[src/rtl/siam_pkg.sv]
`default_nettype none

package siam_pkg;

   // Operation codes carried on req_mode
   localparam logic [2:0] MODE_PUSH_LEFT  = 3'd0;
   localparam logic [2:0] MODE_PUSH_RIGHT = 3'd1;
   localparam logic [2:0] MODE_REG_WRITE  = 3'd2;
   localparam logic [2:0] MODE_REG_READ   = 3'd3;
   localparam logic [2:0] MODE_RUN        = 3'd4;
   localparam logic [2:0] MODE_FLUSH      = 3'd5;

   // Configuration register indexes
   localparam logic CSR_FLUSH_SIDE  = 1'b0;
   localparam logic CSR_FLUSH_LIMIT = 1'b1;

   // flush_side codes
   localparam logic SIDE_RIGHT = 1'b0;
   localparam logic SIDE_LEFT  = 1'b1;

   localparam logic [2:0] COLUMN_WRAP   = 3'd7;
   localparam logic [4:0] FIELD5_MAX    = 5'd31;
   localparam logic [4:0] LIMIT_RESET   = 5'd8;

   // Queue control from the sequencer
   typedef struct packed {
      logic push;
      logic pop;
      logic clear;
   } q_ctl_type;

endpackage

`default_nettype wire

[src/rtl/siam_queue.sv]
`default_nettype none

module siam_queue
   import siam_pkg::*;
#(
   parameter int DEPTH  = 16,
   parameter int SLOT_W = 4
) (
   input  wire logic                         clock,
   input  wire logic                         reset,
   input  wire q_ctl_type                    ctl,
   input  wire logic [SLOT_W-1:0]            wr_slot,
   input  wire logic [31:0]                  wr_index,
   output logic      [SLOT_W-1:0]            front_slot,
   output logic      [31:0]                  front_index,
   output logic      [$clog2(DEPTH+1)-1:0]   level
);

   localparam int PTR_W = $clog2(DEPTH);
   localparam int CNT_W = $clog2(DEPTH + 1);
   localparam logic [PTR_W-1:0] PTR_LAST = PTR_W'(DEPTH - 1);

   logic [SLOT_W-1:0] slot_mem  [DEPTH];
   logic [31:0]       index_mem [DEPTH];

   logic [PTR_W-1:0]  head_ff, head_in;
   logic [PTR_W-1:0]  tail_ff, tail_in;
   logic [CNT_W-1:0]  count_ff, count_in;
   logic [SLOT_W-1:0] front_slot_ff;
   logic [31:0]       front_index_ff;

   // pointer and occupancy update; clear wins
   always_comb begin
      head_in  = head_ff;
      tail_in  = tail_ff;
      count_in = count_ff;
      if (ctl.clear) begin
         head_in  = '0;
         tail_in  = '0;
         count_in = '0;
      end else begin
         if (ctl.push) begin
            tail_in = (tail_ff == PTR_LAST) ? '0 : tail_ff + 1'b1;
         end
         if (ctl.pop) begin
            head_in = (head_ff == PTR_LAST) ? '0 : head_ff + 1'b1;
         end
         if (ctl.push && !ctl.pop) begin
            count_in = count_ff + 1'b1;
         end else if (ctl.pop && !ctl.push) begin
            count_in = count_ff - 1'b1;
         end
      end
   end

   always_ff @(posedge clock) begin
      if (reset) begin
         head_ff  <= '0;
         tail_ff  <= '0;
         count_ff <= '0;
      end else begin
         head_ff  <= head_in;
         tail_ff  <= tail_in;
         count_ff <= count_in;
      end
   end

   // entry storage, front word read registered from the head
   always_ff @(posedge clock) begin
      if (ctl.push) begin
         slot_mem[tail_ff]  <= wr_slot;
         index_mem[tail_ff] <= wr_index;
      end
      front_slot_ff  <= slot_mem[head_ff];
      front_index_ff <= index_mem[head_ff];
   end

   assign front_slot  = front_slot_ff;
   assign front_index = front_index_ff;
   assign level       = count_ff;

   a_level_bound: assert property (@(posedge clock) disable iff (reset)
      count_ff <= CNT_W'(DEPTH))
      else $error("queue level beyond depth");

   a_clear_empties: assert property (@(posedge clock) disable iff (reset)
      ctl.clear |=> count_ff == '0 && head_ff == tail_ff)
      else $error("queue not empty after clear");

   a_push_grows: assert property (@(posedge clock) disable iff (reset)
      (ctl.push && !ctl.pop && !ctl.clear) |=> count_ff == $past(count_ff) + 1'b1)
      else $error("push did not grow the queue");

endmodule

`default_nettype wire

[src/rtl/sparse_index_match_accumulator_core.sv]
`default_nettype none

// Sorted index intersection with register accumulation. Every accepted word
// (start high while busy is low) gives exactly one result word, strobed on
// rsp_valid for a single cycle; the receiver cannot stall, so the result must
// be captured when it appears. Pushes, register writes, flushes and unused
// modes pass through EXEC and RESP before the strobe, a register read also
// through REG_RD. A run passes EXEC, a merge loop of MRG_RD and MRG_CMP, then
// LIMIT and RESP: one shared 32-bit comparator looks at the two queue fronts,
// each front is re-read from queue memory after every pop, and a match spends
// one more state, MAT_WR, on the register file read-add-write. Full queues
// give at most about 2*QUEUE_DEPTH comparisons. No clearing pass is needed
// after reset: the register files carry valid bits and read as zero until
// written. Configuration writes are always taken.
module sparse_index_match_accumulator_core
   import siam_pkg::*;
#(
   parameter int QUEUE_DEPTH = 16,
   parameter int REG_SLOTS   = 16
) (
   input  wire logic        clock,
   input  wire logic        reset,
   // command channel
   input  wire logic        start,
   output logic             busy,
   input  wire logic [2:0]  req_mode,
   input  wire logic        req_side,
   input  wire logic [3:0]  req_slot,
   input  wire logic [31:0] req_index_value,
   input  wire logic [15:0] req_reg_data,
   input  wire logic [31:0] req_column_tag,
   // result channel
   output logic             rsp_valid,
   output logic [15:0]      rsp_read_data,
   output logic [4:0]       rsp_match_count,
   output logic [4:0]       rsp_left_level,
   output logic [4:0]       rsp_right_level,
   output logic             rsp_flushed,
   output logic             rsp_overflow,
   // configuration
   input  wire logic        csr_valid,
   output logic             csr_ready,
   input  wire logic        csr_index,
   input  wire logic [4:0]  csr_data
);

   localparam int SLOT_W = $clog2(REG_SLOTS);
   localparam int CNT_W  = $clog2(QUEUE_DEPTH + 1);
   localparam int CMP_W  = CNT_W + 5;
   localparam logic [6:0] SLOTS7 = 7'(REG_SLOTS);

   // sequencer states
   localparam logic [2:0] S_IDLE    = 3'd0;
   localparam logic [2:0] S_EXEC    = 3'd1;
   localparam logic [2:0] S_REG_RD  = 3'd2;
   localparam logic [2:0] S_MRG_RD  = 3'd3;
   localparam logic [2:0] S_MRG_CMP = 3'd4;
   localparam logic [2:0] S_MAT_WR  = 3'd5;
   localparam logic [2:0] S_LIMIT   = 3'd6;
   localparam logic [2:0] S_RESP    = 3'd7;

   function automatic logic [4:0] sat5(input logic [CNT_W-1:0] v);
      logic [CMP_W-1:0] w;
      w = CMP_W'(v);
      if (w > CMP_W'(FIELD5_MAX)) begin
         return FIELD5_MAX;
      end
      return w[4:0];
   endfunction

   logic [2:0]        state_ff, state_in;

   // captured command word
   logic [2:0]        mode_ff;
   logic              side_ff;
   logic [SLOT_W-1:0] slot_ff;
   logic [31:0]       index_ff;
   logic [15:0]       data_ff;
   logic [31:0]       tag_ff;

   // per-item status
   logic [15:0]       read_ff, read_in;
   logic [4:0]        match_ff, match_in;
   logic              flushed_ff, flushed_in;
   logic              overflow_ff, overflow_in;

   // column tracking and configuration
   logic [31:0]       prev_tag_ff, prev_tag_in;
   logic [2:0]        col_pos_ff, col_pos_in;
   logic              flush_side_ff;
   logic [4:0]        flush_limit_ff;

   // slots of the matched fronts
   logic [SLOT_W-1:0] mls_ff, mls_in;
   logic [SLOT_W-1:0] mrs_ff, mrs_in;

   // result register
   logic              rsp_valid_ff, rsp_valid_in;
   logic [15:0]       rsp_read_ff;
   logic [4:0]        rsp_match_ff;
   logic [4:0]        rsp_left_ff;
   logic [4:0]        rsp_right_ff;
   logic              rsp_flushed_ff;
   logic              rsp_overflow_ff;

   // queues
   q_ctl_type         lq_ctl, rq_ctl;
   logic [SLOT_W-1:0] lq_slot, rq_slot;
   logic [31:0]       lq_index, rq_index;
   logic [CNT_W-1:0]  lq_level, rq_level;

   // register files
   logic [15:0]       left_rf_mem  [REG_SLOTS];
   logic [15:0]       right_rf_mem [REG_SLOTS];
   logic [REG_SLOTS-1:0] lvalid_ff, rvalid_ff;
   logic [15:0]       lrd_ff, rrd_ff;
   logic              lrd_valid_ff, rrd_valid_ff;
   logic [SLOT_W-1:0] l_raddr, r_raddr;
   logic              l_we, r_we;
   logic [SLOT_W-1:0] l_waddr, r_waddr;
   logic [15:0]       l_wdata, r_wdata;
   logic [15:0]       lval, rval;

   logic              accept;
   logic [6:0]        slot7;
   logic [SLOT_W-1:0] slot_red;
   logic              lq_full, rq_full;
   logic              fronts_equal, left_greater;
   logic              over_limit;

   assign busy      = (state_ff != S_IDLE);
   assign accept    = start && !busy;
   assign csr_ready = 1'b1;

   // slot reduced modulo the register file size (slot < 2 * REG_SLOTS)
   assign slot7    = 7'(req_slot);
   assign slot_red = (slot7 >= SLOTS7) ? SLOT_W'(slot7 - SLOTS7) : SLOT_W'(slot7);

   assign lq_full = (lq_level == CNT_W'(QUEUE_DEPTH));
   assign rq_full = (rq_level == CNT_W'(QUEUE_DEPTH));

   // the shared front comparator
   assign fronts_equal = (lq_index == rq_index);
   assign left_greater = (lq_index > rq_index);

   assign over_limit = (CMP_W'(lq_level) > CMP_W'(flush_limit_ff)) ||
                       (CMP_W'(rq_level) > CMP_W'(flush_limit_ff));

   assign lval = lrd_valid_ff ? lrd_ff : 16'd0;
   assign rval = rrd_valid_ff ? rrd_ff : 16'd0;

   // register file read addresses: matched fronts during merge, else command slot
   assign l_raddr = (state_ff == S_MRG_CMP) ? lq_slot : slot_ff;
   assign r_raddr = (state_ff == S_MRG_CMP) ? rq_slot : slot_ff;

   // sequencer
   always_comb begin
      state_in     = state_ff;
      read_in      = read_ff;
      match_in     = match_ff;
      flushed_in   = flushed_ff;
      overflow_in  = overflow_ff;
      prev_tag_in  = prev_tag_ff;
      col_pos_in   = col_pos_ff;
      mls_in       = mls_ff;
      mrs_in       = mrs_ff;
      rsp_valid_in = 1'b0;
      lq_ctl       = '0;
      rq_ctl       = '0;
      l_we         = 1'b0;
      r_we         = 1'b0;
      l_waddr      = slot_ff;
      r_waddr      = slot_ff;
      l_wdata      = data_ff;
      r_wdata      = data_ff;

      case (state_ff)
         S_IDLE: begin
            if (accept) begin
               read_in     = '0;
               match_in    = '0;
               flushed_in  = 1'b0;
               overflow_in = 1'b0;
               state_in    = S_EXEC;
            end
         end

         S_EXEC: begin
            state_in = S_RESP;
            case (mode_ff)
               MODE_PUSH_LEFT: begin
                  if (index_ff != 32'd0) begin
                     if (lq_full) begin
                        overflow_in = 1'b1;
                     end else begin
                        lq_ctl.push = 1'b1;
                     end
                  end
               end
               MODE_PUSH_RIGHT: begin
                  if (index_ff != 32'd0) begin
                     if (rq_full) begin
                        overflow_in = 1'b1;
                     end else begin
                        rq_ctl.push = 1'b1;
                     end
                  end
               end
               MODE_REG_WRITE: begin
                  l_we = !side_ff;
                  r_we = side_ff;
               end
               MODE_REG_READ: begin
                  state_in = S_REG_RD;
               end
               MODE_RUN: begin
                  if (col_pos_ff != 3'd0 && prev_tag_ff != tag_ff) begin
                     if (flush_side_ff == SIDE_LEFT) begin
                        lq_ctl.clear = 1'b1;
                     end else begin
                        rq_ctl.clear = 1'b1;
                     end
                     flushed_in = 1'b1;
                  end
                  prev_tag_in = tag_ff;
                  col_pos_in  = (col_pos_ff < COLUMN_WRAP) ? col_pos_ff + 3'd1 : 3'd0;
                  state_in    = S_MRG_RD;
               end
               MODE_FLUSH: begin
                  lq_ctl.clear = 1'b1;
                  rq_ctl.clear = 1'b1;
                  flushed_in   = 1'b1;
               end
               default: begin
               end
            endcase
         end

         S_REG_RD: begin
            read_in  = side_ff ? rval : lval;
            state_in = S_RESP;
         end

         // fronts are read from the heads during this cycle
         S_MRG_RD: begin
            if (lq_level == '0 || rq_level == '0) begin
               state_in = S_LIMIT;
            end else begin
               state_in = S_MRG_CMP;
            end
         end

         S_MRG_CMP: begin
            if (fronts_equal) begin
               lq_ctl.pop = 1'b1;
               rq_ctl.pop = 1'b1;
               mls_in     = lq_slot;
               mrs_in     = rq_slot;
               state_in   = S_MAT_WR;
            end else begin
               if (left_greater) begin
                  rq_ctl.pop = 1'b1;
               end else begin
                  lq_ctl.pop = 1'b1;
               end
               state_in = S_MRG_RD;
            end
         end

         // accumulate right into left, clear right
         S_MAT_WR: begin
            l_we     = 1'b1;
            l_waddr  = mls_ff;
            l_wdata  = lval + rval;
            r_we     = 1'b1;
            r_waddr  = mrs_ff;
            r_wdata  = 16'd0;
            match_in = (match_ff == FIELD5_MAX) ? match_ff : match_ff + 5'd1;
            state_in = S_MRG_RD;
         end

         S_LIMIT: begin
            if (over_limit) begin
               lq_ctl.clear = 1'b1;
               rq_ctl.clear = 1'b1;
               flushed_in   = 1'b1;
            end
            state_in = S_RESP;
         end

         S_RESP: begin
            rsp_valid_in = 1'b1;
            state_in     = S_IDLE;
         end

         default: begin
            state_in = S_IDLE;
         end
      endcase
   end

   // control state
   always_ff @(posedge clock) begin
      if (reset) begin
         state_ff       <= S_IDLE;
         prev_tag_ff    <= '0;
         col_pos_ff     <= '0;
         flush_side_ff  <= SIDE_RIGHT;
         flush_limit_ff <= LIMIT_RESET;
         rsp_valid_ff   <= 1'b0;
         lvalid_ff      <= '0;
         rvalid_ff      <= '0;
      end else begin
         state_ff     <= state_in;
         prev_tag_ff  <= prev_tag_in;
         col_pos_ff   <= col_pos_in;
         rsp_valid_ff <= rsp_valid_in;
         if (csr_valid && csr_ready) begin
            case (csr_index)
               CSR_FLUSH_SIDE:  flush_side_ff  <= csr_data[0];
               CSR_FLUSH_LIMIT: flush_limit_ff <= csr_data;
               default: begin
               end
            endcase
         end
         if (l_we) begin
            lvalid_ff[l_waddr] <= 1'b1;
         end
         if (r_we) begin
            rvalid_ff[r_waddr] <= 1'b1;
         end
      end
   end

   // payload and status registers
   always_ff @(posedge clock) begin
      if (accept) begin
         mode_ff  <= req_mode;
         side_ff  <= req_side;
         slot_ff  <= slot_red;
         index_ff <= req_index_value;
         data_ff  <= req_reg_data;
         tag_ff   <= req_column_tag;
      end
      read_ff     <= read_in;
      match_ff    <= match_in;
      flushed_ff  <= flushed_in;
      overflow_ff <= overflow_in;
      mls_ff      <= mls_in;
      mrs_ff      <= mrs_in;
      if (rsp_valid_in) begin
         rsp_read_ff     <= read_ff;
         rsp_match_ff    <= match_ff;
         rsp_left_ff     <= sat5(lq_level);
         rsp_right_ff    <= sat5(rq_level);
         rsp_flushed_ff  <= flushed_ff;
         rsp_overflow_ff <= overflow_ff;
      end
   end

   // register files, read data registered
   always_ff @(posedge clock) begin
      if (l_we) begin
         left_rf_mem[l_waddr] <= l_wdata;
      end
      if (r_we) begin
         right_rf_mem[r_waddr] <= r_wdata;
      end
      lrd_ff       <= left_rf_mem[l_raddr];
      rrd_ff       <= right_rf_mem[r_raddr];
      lrd_valid_ff <= lvalid_ff[l_raddr];
      rrd_valid_ff <= rvalid_ff[r_raddr];
   end

   siam_queue #(
      .DEPTH  (QUEUE_DEPTH),
      .SLOT_W (SLOT_W)
   ) u_left_queue (
      .clock       (clock),
      .reset       (reset),
      .ctl         (lq_ctl),
      .wr_slot     (slot_ff),
      .wr_index    (index_ff),
      .front_slot  (lq_slot),
      .front_index (lq_index),
      .level       (lq_level)
   );

   siam_queue #(
      .DEPTH  (QUEUE_DEPTH),
      .SLOT_W (SLOT_W)
   ) u_right_queue (
      .clock       (clock),
      .reset       (reset),
      .ctl         (rq_ctl),
      .wr_slot     (slot_ff),
      .wr_index    (index_ff),
      .front_slot  (rq_slot),
      .front_index (rq_index),
      .level       (rq_level)
   );

   assign rsp_valid       = rsp_valid_ff;
   assign rsp_read_data   = rsp_read_ff;
   assign rsp_match_count = rsp_match_ff;
   assign rsp_left_level  = rsp_left_ff;
   assign rsp_right_level = rsp_right_ff;
   assign rsp_flushed     = rsp_flushed_ff;
   assign rsp_overflow    = rsp_overflow_ff;

   a_strobe_from_resp: assert property (@(posedge clock) disable iff (reset)
      rsp_valid_ff |-> $past(state_ff) == S_RESP)
      else $error("result strobe without a finished word");

   a_merge_nonempty: assert property (@(posedge clock) disable iff (reset)
      state_ff == S_MRG_CMP |-> (lq_level != '0 && rq_level != '0))
      else $error("merge compare on an empty queue");

   a_accept_starts: assert property (@(posedge clock) disable iff (reset)
      accept |=> state_ff == S_EXEC)
      else $error("accepted word not executed");

   a_match_pops_both: assert property (@(posedge clock) disable iff (reset)
      state_ff == S_MAT_WR |-> $past(lq_ctl.pop) && $past(rq_ctl.pop))
      else $error("match without popping both fronts");

endmodule

`default_nettype wire

[config.mk]
export PLATFORM = sky130hd
export DESIGN_NAME = sparse_index_match_accumulator_core
export DESIGN_NICKNAME = d
export VERILOG_FILES = /design/src/rtl/siam_pkg.sv /design/src/rtl/siam_queue.sv /design/src/rtl/sparse_index_match_accumulator_core.sv
export SDC_FILE = /design/constraint.sdc
export NUM_CORES = 2
export LEC_CHECK = 0
export ABC_AREA = 1
export BUFFER_PORTS_ARGS = -buffer_cell sky130_fd_sc_hd__buf_4
export CELL_PAD_IN_SITES_DETAIL_PLACEMENT = 0
export CELL_PAD_IN_SITES_GLOBAL_PLACEMENT = 1
export CORE_MARGIN = 10
export CORE_UTILIZATION = 35
export CTS_CLUSTER_DIAMETER = 60
export DETAILED_ROUTE_END_ITERATION = 8
export GPL_ROUTABILITY_DRIVEN = 0
export PLACE_DENSITY_LB_ADDON = 0.05
export SLEW_MARGIN = 20
export SYNTH_ARGS = -nofsm -noshare
export SYNTH_HDL_FRONTEND = slang
export SYNTH_SLANG_ARGS = --single-unit
export TNS_END_PERCENT = 5
[constraint.sdc]
create_clock -name clock -period 7.1 [get_ports clock]
set_clock_uncertainty 0.05 [all_clocks]
set_input_delay 0.355 -clock clock [delete_from_list [all_inputs] [get_ports clock]]
set_output_delay 0.355 -clock clock [all_outputs]
set_load 0.05 [all_outputs]
### Yosys cells after proc, flatten, opt, wreduce, memory -nomap -nowiden

Memories as Yosys holds them, arrays and structs flattened. A register that Yosys moved wholly into a read port is not among the register bits.
Cells that the tools add are included.

* bits in registers: 257
* memory bits (writable): 1664
* output and inout port bits: 36
* memories kept: 6

Memories
* u_left_queue.index_mem: depth 16, width 32, rd ports 1, clocked after Yosys merged registers in 1, write ports 1, line siam_queue.sv:24 `logic [31:0] index_mem [DEPTH];`
* u_right_queue.index_mem: depth 16, width 32, rd ports 1, clocked after Yosys merged registers in 1, write ports 1, line siam_queue.sv:24
* left_rf_mem: depth 16, width 16, rd ports 1, clocked after Yosys merged registers in 1, write ports 1, line sparse_index_match_accumulator_core.sv:113 `logic [15:0] left_rf_mem [REG_SLOTS];`
* right_rf_mem: depth 16, width 16, rd ports 1, clocked after Yosys merged registers in 1, write ports 1, line sparse_index_match_accumulator_core.sv:114 `logic [15:0] right_rf_mem [REG_SLOTS];`
* u_left_queue.slot_mem: depth 16, width 4, rd ports 1, clocked after Yosys merged registers in 1, write ports 1, line siam_queue.sv:23 `logic [SLOT_W-1:0] slot_mem [DEPTH];`
* u_right_queue.slot_mem: depth 16, width 4, rd ports 1, clocked after Yosys merged registers in 1, write ports 1, line siam_queue.sv:23

* $lt $le $gt $ge: 11
* equal/unequal tests: 31
* bitwise gates (word level): 3
* $add $sub $neg: 12
* reductions and logical operators: 40
* mux-type cells: 84

Operators by type and width (number)
* 16-bit 2-to-1 mux: 6
* 1-bit 2-to-1 mux: 41
* 4-bit 2-to-1 mux: 9
* 32-bit == test: 1
* 32-bit > comparator: 1
* 32-bit inequality test: 1
* 16-bit OR: 2
* 16-bit one-hot mux with 2 select lines: 1
* 32-bit nonzero test: 1
* 5-bit 2-to-1 mux: 6
* 3-bit one-hot mux with 7 select lines: 1
* 4-bit by 5-bit < comparator with 1-bit output, second input constant: 4
* 3-bit == test, second input constant: 6
* 1-bit one-hot mux with 2 select lines: 9
* 16-bit adder: 1
* 4-bit by 1-bit adder with 4-bit output, second input constant: 4
* 4-bit == test, second input constant: 4
* 5-bit by 1-bit adder with 5-bit output, second input constant: 3
* 5-bit == test, second input constant: 3
* 3-bit inequality test, second input constant: 5
* 3-bit by 2-bit == test with 1-bit output, second input constant: 4
* 5-bit > comparator: 2
* 5-bit zero test: 2
* 5-bit one-hot mux with 2 select lines: 1
* other kinds (27): 63

### Longest topological paths before layout

* word-level depth: 9
* gate-level depth with buffers: 26
* gate-level depth less buffers: 26

### Modules after synthesis

From an unflattened synthesis, not the netlist that was laid out.

* cells, all modules: 8180
* area, all modules: 85909.9 µm²

By module, submodules not included
* sparse_index_match_accumulator_core: times used 1, cells an instance 2937, area an instance 32865.3 µm²
* siam_queue at u_left_queue: times used 1, cells an instance 2622, area an instance 26532.9 µm²
* siam_queue at u_right_queue: times used 1, cells an instance 2621, area an instance 26511.7 µm²

### Least setup slack after synthesis

Ideal clock, no wire load.

* path type: flip-flop to flip-flop
* start: reg state_ff[0]
* end: reg read_ff[0] (enable)
* cell stages (with the launch flop): 8
* slack: 1140 ps
* arrival: 5537 ps
* required time: 6677 ps
* library setup time: 373 ps
* cell sequence: dfxtp_1 > nor2_2 > inv_1 > nor2_1 > inv_1 > nor2_1 > inv_1 > nand2_1

* longest elaborated chain between the ends: 5
* elaborated cells between the ends (all ways): 8
* those cells by class: 2 x eq/ne; 6 x reduce/logical

Ends and longest elaborated chain
* start: declaration: line sparse_index_match_accumulator_core.sv:71 `logic [2:0] state_ff, state_in;`
* start signal: assignment: line sparse_index_match_accumulator_core.sv:314 `state_ff <= state_in;`
* 3-bit nonzero test: line sparse_index_match_accumulator_core.sv:131 `assign busy = (state_ff != S_IDLE);`
* net busy: line sparse_index_match_accumulator_core.sv:25 `output logic busy,`
* 1-bit zero test: line sparse_index_match_accumulator_core.sv:132 `assign accept = start && !busy;`
* 1-bit logical AND: line sparse_index_match_accumulator_core.sv:132
* net accept: line sparse_index_match_accumulator_core.sv:124 `logic accept;`
* 2-bit inequality test (no line)
* 2-bit AND reduction (no line)
* end signal: assignment: line sparse_index_match_accumulator_core.sv:345 `read_ff <= read_in;`
* end: declaration: line sparse_index_match_accumulator_core.sv:82 `logic [15:0] read_ff, read_in;`

The timed path passes the listed nets, and every way through them passes these cells.
A chain may end at the register's enable or synchronous reset.

==> results.sh <==
export IMPL_power_leakage_nw=31.0
export IMPL_timing_critical_path_fanout_max=33
export IMPL_timing_fmax_mhz=200
export IMPL_drc=0
export IMPL_buffer_count_from_post_cts_setup_fixing=0
export IMPL_drt_wirelength_per_cell_um=25.3
export IMPL_final_ant_viol_nets=0
export IMPL_floorplan_rows=175
export IMPL_cts_inserted_buffers=223
export IMPL_die_width_um=497
export IMPL_area_growth_synth_to_final_pct=16.0
export IMPL_period_minus_slack_ns=4.99
export IMPL_pin_count_of_the_biggest_net_entering_global_routing=177
export IMPL_timing_slew_headroom=0.260
export IMPL_synth_net_count=6214
export IMPL_detailedRoute_firstPassIterationCount=5
export IMPL_nNetsFinal=6453
export IMPL_synth_simple_area_share=0.0963
export IMPL_gr_total_overflow=0
export IMPL_grt_setup_unrepaired="false"
export IMPL_grt_first_pass_wirelength_um=345000
export IMPL_antenna_violations_before_repair=7
export IMPL_yosys_reg_bits=2025
export IMPL_crit_arrival_ns=5.70
export IMPL_clkTransAtPathRegs_ns=0.06
export IMPL_synth_cells=6034
export IMPL_routed_wl_met2_um=118000
export IMPL_max_slew_worst_pin_slew_ns=1.11
export IMPL_initial_utilization=0.351
export IMPL_yosysWarningCount=0
export IMPL_synthXorXnorAreaFrac=0.00428
export IMPL_m1WireLength_um=109000
export IMPL_clock_sink_count=2025
export IMPL_timing_final_crit_share=0.703
export IMPL_seqCellArea_um2=58700
export IMPL_ioPinCount=134
export IMPL_min_delay_path_class="primary input to flip-flop"
export IMPL_h_tree_level_count=4
export IMPL_power_density_nw_per_um2=313
export IMPL_run_status="completed"
export IMPL_cts_buffer_depth=3
export IMPL_synth_area_in_compound_gates=0.103
export IMPL_muxShareOfSynthArea=0.0138
export IMPL_combinational_family_with_the_most_area_after_synthesis="compound AO/OA/AOI/OAI gates"
export IMPL_worst_setup_path_start_kind="flip-flop"
export IMPL_groute_usage_overall=0.188
export IMPL_sum_of_met3_wire_segment_lengths_after_detailed_routing_um=8460
export IMPL_max_cap_violations=0
export IMPL_half_perimeter_wire_length_after_detailed_placement_um=129000
export IMPL_multiInputGateArea_um2=18700
export IMPL_die_height_um=497
export IMPL_vias_per_cell=5.10
export IMPL_design_die_area_um2=247000
export IMPL_dr_first_iter_drc_count=3605
export IMPL_hold_viol=0
export IMPL_filler_cell_count=21301
export IMPL_vias=48343
export IMPL_required_ns=7.81
export IMPL_synthDistinctLibCells=52
export IMPL_adder_cell_share_of_the_synthesized_area=0.0131
export IMPL_post_synth_cell_area_avg_um2=13.2
export IMPL_drive_above_1_share=0.121
export IMPL_postLayoutCellArea_um2=92500
export IMPL_count_of_buffers_inserted_at_the_top_level_ports=132
export IMPL_peak_supply_drop_mv=0.221
export IMPL_ctsRootBufferMaster="clkbuf_16"
export IMPL_tritoncts="done"
export IMPL_worst_setup_path_end_kind="flip-flop"
export IMPL_crit_type="flip-flop to flip-flop"
export IMPL_maxUsedRoutingLayer="met4"
export IMPL_finalWirelength_um=240000
export IMPL_mapped_cell_area_um2=79800
export IMPL_drv_slew=0
export IMPL_vias_in_the_first_global_route=47591
export IMPL_core_region_area_um2=227000
export IMPL_yosysSeqAreaShare=0.736
export IMPL_placed_cell_area_um2=84400
export IMPL_setup_viol=0
export IMPL_clock_latency_ns=0.85
export IMPL_totalNegativeSetupSlack_ns=0
==> state kept, by name, summed over array words and instances (netlist names), 32 cells and up <==
signal                     flops
index_ff                      32
left_rf_mem                  256
prev_tag_ff                   32
u_left_queue.slot_mem         64
u_right_queue.slot_mem        64
u_right_queue.front_index     32
tag_ff                        32
u_left_queue.front_index      32
right_rf_mem                 256
u_right_queue.index_mem      512
u_left_queue.index_mem       512
==> where the power goes <==
part / internal, W / switching [W]
Combinational: 0.00105 / 0.00263
Sequential: 0.0137 / 0.000316
Clock: 0.00645 / 0.00478
==> timing repair <==
item,CTS,global route
hold buffers,101,0
endpoints found under the hold margin,146,0
gates resized for setup,0,0
==> metrics by stage <==
stage                     instances   util  power (W)  hold slack [ns]  setup slack (ns)
after global routing           9478  0.408     0.0302            0.128              1.57
after CTS                      9474  0.407     0.0294           0.0739              2.01
final                          9479  0.408     0.0290            0.176              2.11
after detailed placement       8953  0.372     0.0180            0.358              2.04
after global placement         8953  0.372     0.0180            0.359              1.91
after floorplan                6034      -     0.0165            0.350              1.14
==> worst max-delay path, cell delays in order (launching register included) <==
cell and delay [ns]:
edfxtp_1 0.78, nor4_1 0.68, nand4_1 0.66, o21bai_1 0.74, clkinv_1 0.45, ha_1 0.34, inv_1 0.14, ha_1 0.30
nand2_1 0.09, nand2_1 0.05, a21oi_1 0.16, nor2_1 0.06, nor2_1 0.08, nand2_1 0.07, xor2_1 0.14, nor2_1 0.10
==> synthesized netlist by cell type (all sizes together) <==
library cell	instances	area, um2
a211oi	18	135
a21boi	2	15.0
a21o	5	37.5
a21oi	71	355
a221oi	2	17.5
a311oi	1	8.76
a31oi	2	12.5
a41oi	1	8.76
buf	116	598
clkbuf	235	886
clkinv	4	15.0
conb	1	3.75
dfxtp	209	4180
edfxtp	1816	54500
fa	3	60.1
ha	79	988
inv	300	1130
mux2i	110	1100
nand2	543	2050
nand3	196	981
nand4	9	56.3
nor2	988	3720
nor2b	1	6.26
nor3	20	130
nor3b	1	7.51
nor4	8	50.1
o211ai	277	2080
o21a	2	15.0
o21ai	537	2750
o21bai	5	37.5
o221ai	114	998
o22ai	28	175
o31ai	4	30.0
o32ai	178	1560
or2	109	684
xnor2	25	219
xor2	14	123
==> logic make-up (layout without fill, tap and decap cells) <==
| family | Yosys count | count (layout) |
|---|---|---|
| simple gates | 1875 | 1875 |
| compound gates | 1247 | 1247 |
| other cells | 1 | 3 |
| xor+xnor | 39 | 39 |
| fa+ha+maj | 82 | 82 |
| mux | 110 | 110 |
| buf+inv | 655 | 1089 |
| flops | 2025 | 2025 |
==> placed cells by master, fill, tap and decap left out, drive strengths merged, types with 3 or more instances in the layout <==
master       instances
a211oi              18
a21o                 5
a21oi               71
buf                264
bufinv              11
clkbuf             309
clkinv              87
clkinvlp             7
dfxtp              209
dlygate4sd3        101
edfxtp            1816
fa                   3
ha                  79
inv                310
mux2i              110
nand2              543
nand3              196
nand4                9
nor2               988
nor3                20
nor4                 8
o211ai             277
o21ai              537
o21bai               5
o221ai             114
o22ai               28
o31ai                4
o32ai              178
or2                109
xnor2               25
xor2                14
==> metal layers <==
metal	track usage	up-vias
met4	0.0375	0
met5	0	-
met1	0.254	24476
met2	0.324	886
met3	0.0244	272
li1	-	22709
==> path summary, 6_finish.rpt <==
path | slack, ns | depth (start not counted) | startpoint | to
setup / recovery | 2.11 | 15 | index_ff[2] | u_right_queue.level[4]
hold / removal | 0.18 | 4 | csr_valid | flush_limit_ff[0]
setup reg to reg | 2.11 | 15 | index_ff[2] | u_right_queue.level[4]
hold reg to reg | 0.37 | 0 | read_ff[11] | rsp_read_data[11]
==> layout make-up <==
class,instances,share of cell area
antenna,2,0.0000541
clock buffer,309,0.0665
clock inverter,111,0.0101
inverter,304,0.0126
multi-input combinational,3354,0.202
sequential,2025,0.635
tap,3009,0.0407
timing repair buffer,365,0.0331
(Power assumes the default switching activity.)
